### src/rtl/png_sf_pkg.sv
// shared constants and types for the png scanline filter
package png_sf_pkg;

    localparam int MAX_WIDTH = 4096;
    localparam int COL_W     = $clog2(MAX_WIDTH);
    localparam int WIDTH_W   = 13;
    localparam int PIX_W     = 32;
    localparam int CH_W      = 8;
    localparam int NUM_CH    = PIX_W / CH_W;
    localparam int FILT_W    = 3;
    localparam int USER_W    = FILT_W + 1;
    localparam int CFG_IDX_W = 1;

    localparam logic [WIDTH_W-1:0] WIDTH_RESET = WIDTH_W'(640);
    localparam logic [WIDTH_W-1:0] WIDTH_MAX   = WIDTH_W'(MAX_WIDTH);

    localparam logic [CFG_IDX_W-1:0] REG_IMAGE_WIDTH  = 1'b0;
    localparam logic [CFG_IDX_W-1:0] REG_ALPHA_ENABLE = 1'b1;

    localparam logic [FILT_W-1:0] FILT_NONE  = 3'd0;
    localparam logic [FILT_W-1:0] FILT_SUB   = 3'd1;
    localparam logic [FILT_W-1:0] FILT_UP    = 3'd2;
    localparam logic [FILT_W-1:0] FILT_AVG   = 3'd3;
    localparam logic [FILT_W-1:0] FILT_PAETH = 3'd4;

    typedef struct packed {
        logic              first_col;
        logic              first_row;
        logic [FILT_W-1:0] filter;
    } s1_ctrl_t;

endpackage

### src/rtl/png_sf_lane.sv
// one channel lane: predictor and modulo-256 difference
module png_sf_lane
    import png_sf_pkg::*;
(
    input  logic [FILT_W-1:0] filter,
    input  logic [CH_W-1:0]   x,
    input  logic [CH_W-1:0]   a,
    input  logic [CH_W-1:0]   b,
    input  logic [CH_W-1:0]   c,
    output logic [CH_W-1:0]   res
);

    logic signed [CH_W+1:0] dbc;
    logic signed [CH_W+1:0] dac;
    logic signed [CH_W+1:0] dsum;
    logic [CH_W+1:0]        pa;
    logic [CH_W+1:0]        pb;
    logic [CH_W+1:0]        pc;
    logic [CH_W:0]          sum_ab;
    logic [CH_W-1:0]        paeth;
    logic [CH_W-1:0]        pred;

    always_comb
    begin
        dbc    = $signed({2'b00, b}) - $signed({2'b00, c});
        dac    = $signed({2'b00, a}) - $signed({2'b00, c});
        dsum   = dbc + dac;
        pa     = dbc[CH_W+1] ? (CH_W+2)'(-dbc) : dbc;
        pb     = dac[CH_W+1] ? (CH_W+2)'(-dac) : dac;
        pc     = dsum[CH_W+1] ? (CH_W+2)'(-dsum) : dsum;
        sum_ab = {1'b0, a} + {1'b0, b};

        if (pa <= pb && pa <= pc)
            paeth = a;
        else if (pb <= pc)
            paeth = b;
        else
            paeth = c;

        case (filter)
            FILT_NONE: pred = '0;
            FILT_SUB:  pred = a;
            FILT_UP:   pred = b;
            FILT_AVG:  pred = sum_ab[CH_W:1];
            default:   pred = paeth;
        endcase

        res = x - pred;
    end

endmodule

### config.mk
export PLATFORM = sky130hd
export DESIGN_NAME = png_sf_lane
export DESIGN_NICKNAME = d
export VERILOG_FILES = /design/src/rtl/png_sf_pkg.sv /design/src/rtl/png_sf_lane.sv
export SDC_FILE = /design/constraint.sdc
export NUM_CORES = 1
export LEC_CHECK = 0
export ABC_AREA = 1
export BUFFER_PORTS_ARGS = -buffer_cell sky130_fd_sc_hd__buf_2
export CORE_MARGIN = 2
export CORE_UTILIZATION = 56
export DETAILED_ROUTE_END_ITERATION = 8
export MAX_ROUTING_LAYER = met4
export PLACE_DENSITY = 0.79
export SYNTH_ARGS = -nofsm -noshare
export SYNTH_HDL_FRONTEND = slang
export SYNTH_SLANG_ARGS = --single-unit
### constraint.sdc
create_clock -name vclk -period 6.8
set_input_delay 1.02 -clock vclk [all_inputs]
set_output_delay 1.02 -clock vclk [all_outputs]
set_load 0.05 [all_outputs]
# Word level (Yosys, flattened, before mapping)
# Index checks and enable logic that the tools add are counted.
# totals
ff_bits,0
wordCells,22
out_inout_bits,8
in_bits,35
# classes
addsub,8
eq_ne,3
n_reduce_logical,2
magnitude_cmp,3
n_mux,6
# ops
op,count
8-bit case mux with 4 select lines,1
10-bit less-or-equal comparator,3
10-bit two-way mux,3
9-bit negator with 10-bit output,2
8-bit by 8-bit subtractor with 9-bit output,2
8-bit two-way mux,2
9-bit by 9-bit adder with 10-bit output,1
10-bit negator,1
8-bit by 8-bit adder with 9-bit output,1
8-bit subtractor,1
"3-bit by 2-bit equality test with 1-bit output, second input constant",2
"3-bit by 1-bit equality test with 1-bit output, second input constant",1
3-bit zero test,1
1-bit logical AND,1

# Depth between registers and ports, before layout
# Gate-level depths: netlist of the first run.
# depth
word_depth,9
mapped_depth,46

# Worst setup path before layout of the first run
# No wires, ideal clock.
# synth_timing
path_type,input to output
from,in a[0]
to,out res[6]
arrival_time_ps,6643
setup_slack_ps,-863
path_buffers,1
cell_stages,35
cell_sequence,inv_1 > ha_1 > inv_1 > fa_1 > xor2_1 > ha_1 > a21oi_1 > nand2_1 > xnor2_1 > nand3_1 > nor2_1 > nand2_1 > nor2_1 > nand2_1 > nand2_1 > nand2_1 > inv_1 > nor2_1 > ha_1 > nand4_1 > nor3_1 > o21ai_0 > o2111ai_1 > nand2_1 > clkbuf_1 > o21ai_0 > nand2_1 > o21ai_0 > a21oi_1 > ha_1 > fa_1 > o21ai_0 > a21oi_1 > o21ai_0 > xor2_1
# synth_via
elab_chain_cells,9
# synth_rtl
item,line_no,source
from (decl),png_sf_lane.sv:7,"input logic [CH_W-1:0] a,"
8-bit by 8-bit subtractor with 9-bit output,png_sf_lane.sv:26,"dac = $signed({2'b00, a}) - $signed({2'b00, c});"
9-bit by 9-bit adder with 10-bit output,png_sf_lane.sv:27,dsum = dbc + dac;
10-bit negator,png_sf_lane.sv:30,pc = dsum[CH_W+1] ? (CH_W+2)'(-dsum) : dsum;
10-bit two-way mux,png_sf_lane.sv:30,
"10-bit less-or-equal comparator, on equally long branches","png_sf_lane.sv:35, png_sf_lane.sv:33",
8-bit two-way mux or 1-bit logical AND (tied branches),"png_sf_lane.sv:35, png_sf_lane.sv:33",
8-bit two-way mux,png_sf_lane.sv:33,if (pa <= pb && pa <= pc)
8-bit case mux with 4 select lines *,png_sf_lane.sv:40,case (filter)
8-bit subtractor *,png_sf_lane.sv:48,res = x - pred;
to (decl),png_sf_lane.sv:10,output logic [CH_W-1:0] res
# Mark *: on every way between the ends. The rest lies on a longest branch, timed or not.

# Final worst setup path of the first run
# layout_timing
from,in c[0]
to,out res[7]
# layout_via
elab_chain_cells,9
# layout_rtl
item,line_no,source
from (decl),png_sf_lane.sv:9,"input logic [CH_W-1:0] c,"
"8-bit by 8-bit subtractor with 9-bit output, on equally long branches","png_sf_lane.sv:25, png_sf_lane.sv:26",
9-bit by 9-bit adder with 10-bit output,png_sf_lane.sv:27,
10-bit negator,png_sf_lane.sv:30,
10-bit two-way mux,png_sf_lane.sv:30,
"10-bit less-or-equal comparator, on equally long branches","png_sf_lane.sv:35, png_sf_lane.sv:33",
8-bit two-way mux or 1-bit logical AND (tied branches),"png_sf_lane.sv:35, png_sf_lane.sv:33",
8-bit two-way mux *,png_sf_lane.sv:33,
8-bit case mux with 4 select lines *,png_sf_lane.sv:40,
8-bit subtractor *,png_sf_lane.sv:48,
# Marks and branches as above.

==> flow_summary.json, run 1 <==
{
  "status": "finished with violations",
  "violations": "negative setup slack",
  "antennaDiodeCount": 0,
  "hpwl_mm": 9.003,
  "synth_top_family_by_area": "simple AND/OR/NAND/NOR gates",
  "synth_compound_area_share_pct": 16.58,
  "seq_cell_count": 0,
  "die_area_sq_mm": 0.006590,
  "wl_per_cell_um": 15.78,
  "drc": 0,
  "area.sequential_sq_um": 0,
  "grt_pass1_vias": 4448,
  "critical_path_class": "primary input to output pin",
  "placement.io_buffers": 43,
  "gp_congestion": 0.9351,
  "critPathCaptureType": "output pin",
  "ys_warn_count": 0,
  "timing.final.crit_share_pct": 117.9,
  "fillers": 338,
  "slew_viol_final": 0,
  "hp-class": "primary input to output pin",
  "crit_path_frequent_cell": "nand2_2",
  "syn_area_per_cell_sq_um": 5.832,
  "relSlewSlack_pct": 43.39,
  "final_common_cell": "nand2_1",
  "synthMuxAreaShare_pct": 0,
  "rsz0062_at_grt": "yes",
  "fin_crit_ns": 8.016,
  "finalPower_uw": 1459,
  "drt_wl_total_mm": 12.84,
  "ys_types": 37,
  "critPathMaxFanout": 5,
  "synth-xor-area-share_pct": 7.089,
  "initial_core_util_pct": 57.01,
  "synth-simple-area-share_pct": 35.48,
  "grt_antenna_before_repair": 0,
  "core_sq_mm": 0.005851,
  "track_usage_pct": 35.26,
  "gr-total-overflow": 0,
  "max_clock_freq_mhz": 124.7,
  "num_vias": 4696,
  "crit_slowest_cell": "fa_2",
  "grt_pass1_wl_mm": 18.19,
  "final_cell_mix": "128 x nand2_1, 122 x buf_4, 89 x inv_1, 58 x ha_1, 37 x nor2_1",
  "ant_nets": 0,
  "clkbuf_count": 0,
  "die_y_um": 81.18,
  "drt_iter0_markers": 279,
  "ios": 43,
  "crit_family": "simple AND/OR/NAND/NOR gates",
  "via_per_inst": 5.769,
  "cap_violations": 0,
  "finalHoldViolCount": 0,
  "worst-endpoint-required_ns": 5.78,
  "start_kind": "primary input",
  "synth_adder_area_share_pct": 28.13,
  "layout-drive-gt1-share_pct": 37.08,
  "ys_seq_area_share_pct": 0,
  "netlist_area_sq_mm": 0.003336,
  "grt_start_max_net_pins": 15,
  "die_width_um": 81.18,
  "crit_buf_inv": 7,
  "syn_to_final_growth_pct": 52.51,
  "p_per_area_mw_per_mm2": 286.7,
  "holdPathStages": 5,
  "worst_pin_slew_ns": 0.8426,
  "ir_drop_mv": 0.2582,
  "drtPass1Iterations": 5,
  "critical_path_arrival_ns": 7.00,
  "critical_path_depth": 42,
  "row_count": 28,
  "utilization_pct": 86.95,
  "worst_slack_ns": -1.216,
  "critPathMaxStageDelay_ns": 0.39,
  "leakage_uw": 0.002850,
  "finalSetupViolCount": 8,
  "final_nets": 848,
  "netlist_instances": 572
}
==> per-stage QoR <==
stage / instance area [sq um] / worst slack (ns) / TNS (ns) / hold slack, ns / cells
after detailed placement: 4569 / -1.209 / -6.667 / 2.525 / 796
final: 5087 / -1.216 / -7.322 / 2.518 / 814
after floorplan: 3492 / -0.3252 / -1.386 / 2.338 / 574
after global placement: 4569 / -1.027 / -5.380 / 2.519 / 796
after CTS: 4775 / -0.8587 / -4.541 / 2.493 / 806
after global routing: 5087 / -1.429 / -8.376 / 2.544 / 814
==> layer usage <==
layer  global-route usage (%)  vias up  wire length (um)
li1                         -     2203                 -
met4                    19.32        0               975
met5                        -        -                 0
met1                    33.20     2126              4403
met3                    4.556      112               761
met2                    68.43      255              6702
==> tightest hold or removal path, cell delays in order <==
cell and delay, ns:
buf_2 0.09, inv_1 0.08, ha_4 0.13, inv_2 0.03, buf_8 0.13
==> cell type report <==
class	count	area [sq um]	share of cell area (%)
Inverter	105	397.9	7.821
Tap cell	75	93.84	1.845
Multi-Input combinational cell	465	3348	65.81
Timing Repair Buffer	169	1247	24.52
==> power breakdown <==
| group | internal [uW] | switching, uW | leakage, uW |
|---|---|---|---|
| Sequential | 0 | 0 | 0 |
| Combinational | 632 | 827 | 0.00285 |
| Clock | 0 | 0 | 0 |
| Total | 632 | 827 | 0.00285 |
==> logic make-up after synthesis <==
group | after synthesis
other | 2
AO/OA/AOI/OAI | 96
XOR/XNOR | 27
adder cells (fa/ha/maj) | 72
buffers and inverters | 109
AND/OR/NAND/NOR | 266
==> cells in the mapped netlist (all sizes together) (3+ instances only) <==
master	number	area share (%)
o2111ai	5	1.3
nand4	11	2.1
or2	4	0.75
a21oi	39	6.0
nor2	41	4.6
o21bai	4	0.90
inv	104	12
nand2	159	19
o211ai	4	0.90
nand3	37	6.3
xnor2	4	1.1
nand3b	4	0.90
a21o	3	0.68
xor2	23	6.0
nor3	8	1.2
fa	5	3.0
clkbuf	3	0.34
o21ai	33	5.1
ha	67	25
==> repair_timing <==
item / in CTS / in global routing
hold buffers: 0 / 0
pin swaps: 27 / 44
buffers inserted: 11 / 8
endpoints found under the setup margin: 8 / 8
gates resized for setup: 44 / 61
==> final timing paths <==
path,from,end
hold / removal,x[0],res[0]
setup / recovery,c[0],res[7]
(Power assumes the default switching activity.)
==> inputs of run 2 (changes only) <==
CORE_UTILIZATION = 57   (was 56)
MAX_ROUTING_LAYER = not set   (was met4)
PLACE_DENSITY = 0.77   (was 0.79)
clock period = 7.9 ns   (was 6.8 ns; I/O delays follow)
==> run 2 against run 1 <==
  * The flow still finishes with violations (negative setup slack)
  * Non-clock buffer count decreased by 32
  * Wire length up 6.9%
  * Die area is 1.7% lower
  * Combinational power is 15% lower
  * Utilization grew 0.68 points
  * Cell area shrank 4.0%
  * Power down 15%
  * Global-route usage down 1.9 points
  * Via count rose by 2.2%
  * Sequential share of layout area unchanged
==> flow_summary.json, run 2 (synthesized netlist as in run 1, its figures left out) <==
{
  "final_nets": 817,
  "clkbuf_count": 0,
  "grt_pass1_vias": 4013,
  "rsz0062_at_grt": "yes",
  "drc": 0,
  "hp-class": "primary input to output pin",
  "status": "finished with violations",
  "initial_core_util_pct": 59.84,
  "antennaDiodeCount": 0,
  "crit_slowest_cell": "fa_2",
  "grt_start_max_net_pins": 11,
  "setup_tns_ns": -0.7375,
  "ir_drop_mv": 0.2113,
  "slew_viol_final": 0,
  "grt_antenna_before_repair": 0,
  "die_y_um": 80.50,
  "p_per_area_mw_per_mm2": 253.5,
  "final_cell_mix": "127 x nand2_1, 93 x buf_4, 89 x inv_1, 49 x ha_1, 37 x buf_2",
  "syn_to_final_growth_pct": 46.44,
  "drtPass1Iterations": 6,
  "num_vias": 4798,
  "crit_path_frequent_cell": "nand2_1",
  "layout-drive-gt1-share_pct": 35.45,
  "worst-endpoint-required_ns": 6.71,
  "critical_path_class": "primary input to output pin",
  "row_count": 27,
  "critPathMaxFanout": 6,
  "gr-total-overflow": 0,
  "seq_cell_count": 0,
  "die_width_um": 80.50,
  "drt_iter0_markers": 570,
  "fin_crit_ns": 8.207,
  "die_area_sq_mm": 0.006480,
  "via_per_inst": 6.151,
  "critPathMaxStageDelay_ns": 0.56,
  "core_sq_mm": 0.005574,
  "fillers": 323,
  "worst_slack_ns": -0.3067,
  "leakage_uw": 0.002676,
  "critPathCaptureType": "output pin",
  "ant_nets": 0,
  "holdPathStages": 5,
  "area.sequential_sq_um": 0,
  "finalSetupViolCount": 4,
  "placement.io_buffers": 43,
  "max_clock_freq_mhz": 121.9,
  "track_usage_pct": 33.39,
  "timing.final.crit_share_pct": 103.9,
  "cap_violations": 0,
  "multiInputGateArea_sq_mm": 0.003435,
  "start_kind": "primary input",
  "ios": 43,
  "gp_congestion": 0.9753,
  "relSlewSlack_pct": 46.94,
  "hpwl_mm": 8.712,
  "post-place-ws_ns": -0.4194,
  "wl_per_cell_um": 17.61,
  "violations": "negative setup slack",
  "critical_path_arrival_ns": 7.02,
  "final_common_cell": "nand2_1",
  "grt_pass1_wl_mm": 17.74,
  "finalHoldViolCount": 0,
  "drt_wl_total_mm": 13.73,
  "cts_hold_buf": 0,
  "worst_pin_slew_ns": 0.7898
}
run 2: cell types whose count changed in the layout (fill, tap and decap cells not counted), sizes merged:
cell and delta:
buf -33, clkbuf +1, clkinvlp -1, inv +1
nand2 +1
run 2: metal layers:
metal	GRT usage (%)	vias to the layer above	share of wire, %
met5	0	-	0
met4	2.542	0	6.1
met3	3.034	119	12
met2	59.42	400	45
met1	45.21	2135	38
li1	-	2144	-
run 2: stage by stage:
| step | area, sq um | util (%) | std cells | hold slack [ns] | power (uW) |
|---|---|---|---|---|---|
| finish | 4885 | 87.63 | 780 | 2.865 | 1238 |
| global route | 4885 | 87.63 | 780 | 2.897 | 1329 |
| CTS | 4464 | 80.09 | 771 | 2.856 | 1030 |
| detailed placement | 4219 | 75.69 | 763 | 2.856 | 956.5 |
| global placement | 4219 | 75.69 | 763 | 2.846 | 923.4 |
| floorplan | 3351 | - | 574 | 2.708 | 629.8 |
run 2: path summary, 6_finish.rpt:
kind,slack (ns),endpoint,start
min,2.87,res[0],x[0]
max,-0.31,res[7],b[0]
run 2: report_power, final:
part / internal, uW / leakage [uW] / switching [uW]
sequential: 0 / 0 / 0
combinational: 510 / 0.00268 / 728
clock: 0 / 0 / 0
total: 510 / 0.00268 / 728
run 2: area by class of cell:
cell class                 instances  area share (%)
inverter                         105           8.222
multi-input combinational        466           70.31
tap                               72           1.844
timing repair buffer             137           19.62
run 2: repair_timing:
| item | 4_1_cts | 5_1_grt |
|---|---|---|
| endpoints found under the setup margin | 4 | 7 |
| gates resized for setup | 50 | 77 |
| buffers inserted | 7 | 9 |
| pin swaps | 37 | 65 |
| cloned | 1 | 0 |
run 2: critical path, delay by kind of cell:
family	cells	cell delay, ns
and+or+nand+nor	16	1.79
adders and majority gates	5	1.69
AOI/OAI and AO/OA	10	1.25
buffers and inverters	10	0.93
xor gates and xnor gates	1	0.16
==> inputs of run 3 (changes only) <==
ABC_AREA = not set   (was 1)
CORE_MARGIN = not set   (was 2)
SLEW_MARGIN = 5   (was not set)
==> run 3 against run 2 <==
  * The flow still finishes with violations (negative setup slack)
  * Fmax decreased by 10%
  * Worst hold slack got worse by 0.0025 ns
  * Global-route usage increased by 12 points
  * Worst setup slack got worse by 0.95 ns
  * Critical path depth decreased by 6
  * Synthesized area decreased by 0.83%
  * Synthesized cell count decreased by 27%
  * Count of clock-buffer cells in the layout unchanged
  * Via count decreased by 2.5%
  * First-iteration DRC count decreased by 1.1%
  * Largest power group unchanged
==> flow_summary.json, run 3 <==
{
  "setup_tns_ns": -7.235,
  "crit_slowest_cell": "a2111o_1",
  "grt_antenna_before_repair": 0,
  "yosysMostFrequentCell": "ha_1",
  "critPathCaptureType": "output pin",
  "yosysTopAreaCellShare_pct": 25.34,
  "core_sq_mm": 0.005540,
  "finalSetupViolCount": 8,
  "finalHoldViolCount": 0,
  "hold_end": "res[7]",
  "rsz0062_at_grt": "yes",
  "leakage_uw": 0.002578,
  "critical_path_arrival_ns": 7.97,
  "initial_core_util_pct": 59.71,
  "area.sequential_sq_um": 0,
  "ys_types": 75,
  "netlist_instances": 416,
  "worst-endpoint-required_ns": 6.71,
  "clkbuf_count": 0,
  "final_common_cell": "buf_4",
  "start_kind": "primary input",
  "p_seq_share_pct": 0,
  "status": "finished with violations",
  "syn_to_final_growth_pct": 55.33,
  "worst_slack_ns": -1.258,
  "crit_buf_inv": 8,
  "row_count": 27,
  "internal_power_uw": 710.1,
  "relSlewSlack_pct": 57.12,
  "violations": "negative setup slack",
  "fillers": 203,
  "syn_area_per_cell_sq_um": 7.952,
  "drc": 0,
  "cap_violations": 0,
  "hp-start": "x[7]",
  "worst_pin_slew_ns": 0.6419,
  "holdPathStages": 3,
  "synth_top_area_cell": "ha_1",
  "max_clock_freq_mhz": 109.2,
  "hp-class": "primary input to output pin",
  "power_switching_share_pct": 52.97,
  "multiInputGateArea_sq_mm": 0.003517,
  "drt_wl_total_mm": 16.08,
  "grt_start_max_net_pins": 12,
  "gr-max-usage-layer": "met2",
  "num_vias": 4677,
  "via_per_inst": 7.012,
  "ios": 43,
  "gr-total-overflow": 0,
  "fin_cells": 667,
  "p_comb_share_pct": 100.0,
  "yosys-top-cells-area": "ha_1 25%, xnor2_1 6.4%, inv_1 4.8%",
  "cts_hold_buf": 0,
  "netlist_area_sq_mm": 0.003308,
  "track_usage_pct": 44.98,
  "antennaDiodeCount": 0,
  "final_nets": 704,
  "ys_seq_area_share_pct": 0,
  "ys_warn_count": 0,
  "p_per_area_mw_per_mm2": 293.8,
  "final_cell_mix": "132 x buf_4, 55 x ha_1, 36 x inv_1, 33 x buf_2, 23 x a21oi_1",
  "grt.met3_usage_pct": 5.116,
  "drtPass1Iterations": 5,
  "crit_path_frequent_cell": "buf_6",
  "grt_pass1_vias": 4404,
  "gp_congestion": 0.9657,
  "ant_nets": 0,
  "die_y_um": 78.18,
  "synth_common_cells": "67 x ha_1, 42 x inv_1, 29 x a21oi_1, 24 x nor2_1, 24 x xnor2_1",
  "pwr-share-clk_pct": 0,
  "grt_use_met2_pct": 83.42,
  "timing.final.crit_share_pct": 115.9,
  "grt_use_met1_pct": 48.84,
  "crit_family": "compound AO/OA/AOI/OAI gates",
  "die_area_sq_mm": 0.006112,
  "wl_per_cell_um": 24.11,
  "critical_path_class": "primary input to output pin",
  "ir_drop_mv": 0.2583,
  "critPathMaxStageDelay_ns": 0.48,
  "p_switching_uw": 799.9,
  "dp.cells": 639,
  "critPathMaxFanout": 4,
  "layout-drive-gt1-share_pct": 46.39,
  "grt_pass1_wl_mm": 21.74,
  "hpwl_mm": 9.023,
  "fin_crit_ns": 9.158,
  "slew_viol_final": 0,
  "drt_iter0_markers": 564,
  "die_width_um": 78.18,
  "placement.io_buffers": 43,
  "seq_cell_count": 0
}
[run 3: cell count changes in the layout (fill, tap and decap cells not counted), sizes merged, moves of 6 or more]
| cell | delta |
|---|---|
| buf | +47 |
| o21a | +11 |
| o21ai | -9 |
| mux2 | +11 |
| xnor2 | +20 |
| nor2b | +11 |
| xor2 | -6 |
| nand2 | -144 |
| nand3 | -32 |
| a21o | +14 |
| mux2i | +10 |
| a21oi | -10 |
| inv | -62 |
| nor2 | -16 |
[run 3: repair_timing]
item | 4_1_cts | 5_1_grt
pin swaps | 36 | 21
gates resized for setup | 50 | 19
setup endpoints to repair | 7 | 8
setup buffers | 22 | 8
[run 3: cell families after synthesis]
group / synth area share, %
compound gates: 30.64
xor+xnor: 13.54
fa+ha+maj: 29.01
buf+inv: 5.635
mux: 6.770
other cells: 0.2270
simple gates: 14.18
[run 3: area by class of cell]
class	count	area share, %
repair buffers	183	26.59
well taps	72	1.753
multi-input cells	369	68.44
inverters	43	3.214
[run 3: worst max path at each step]
stage	startpoint	end	slack, ns	cells past startpoint
2_1_floorplan	c[1]	res[6]	-0.13	32
3_3_place_gp	c[1]	res[7]	-0.60	34
3_5_place_dp	c[1]	res[7]	-0.84	33
4_1_cts	c[1]	res[7]	-0.58	34
5_1_grt	b[0]	res[7]	-1.65	35
6_report	c[1]	res[7]	-1.26	36
[run 3: routing by layer]
layer / vias to the layer above / part of all wire, % / wire length [um]
met1: 2133 / 33 / 5384
met4: 0 / 9.5 / 1521
li1: 1905 / - / -
met3: 185 / 10 / 1634
met2: 454 / 47 / 7539
met5: - / 0 / 0
[run 3: power by group through the flow]
stage / combinational (uW) / clock [uW] / sequential (uW)
after global routing: 1580 / 0 / 0
after CTS: 1300 / 0 / 0
after detailed placement: 1160 / 0 / 0
after global placement: 1120 / 0 / 0
after floorplan: 779 / 0 / 0
final: 1510 / 0 / 0
[run 3: per-stage QoR]
stage | worst slack, ns | hold slack [ns] | utilization, % | cell area [sq um] | total power, uW
finish | -1.258 | 2.862 | 92.75 | 5139 | 1510
global route | -1.653 | 2.872 | 92.75 | 5139 | 1580
CTS | -0.5789 | 2.830 | 90.29 | 5002 | 1296
detailed placement | -0.8367 | 2.856 | 83.63 | 4633 | 1158
global placement | -0.6048 | 2.858 | 83.63 | 4633 | 1119
floorplan | -0.1250 | 2.708 | - | 3515 | 778.9
[run 3: tightest hold or removal path, delay by kind of cell]
family,cells,cell delay [ns]
XOR/XNOR,1,0.26
buffers and inverters,2,0.23
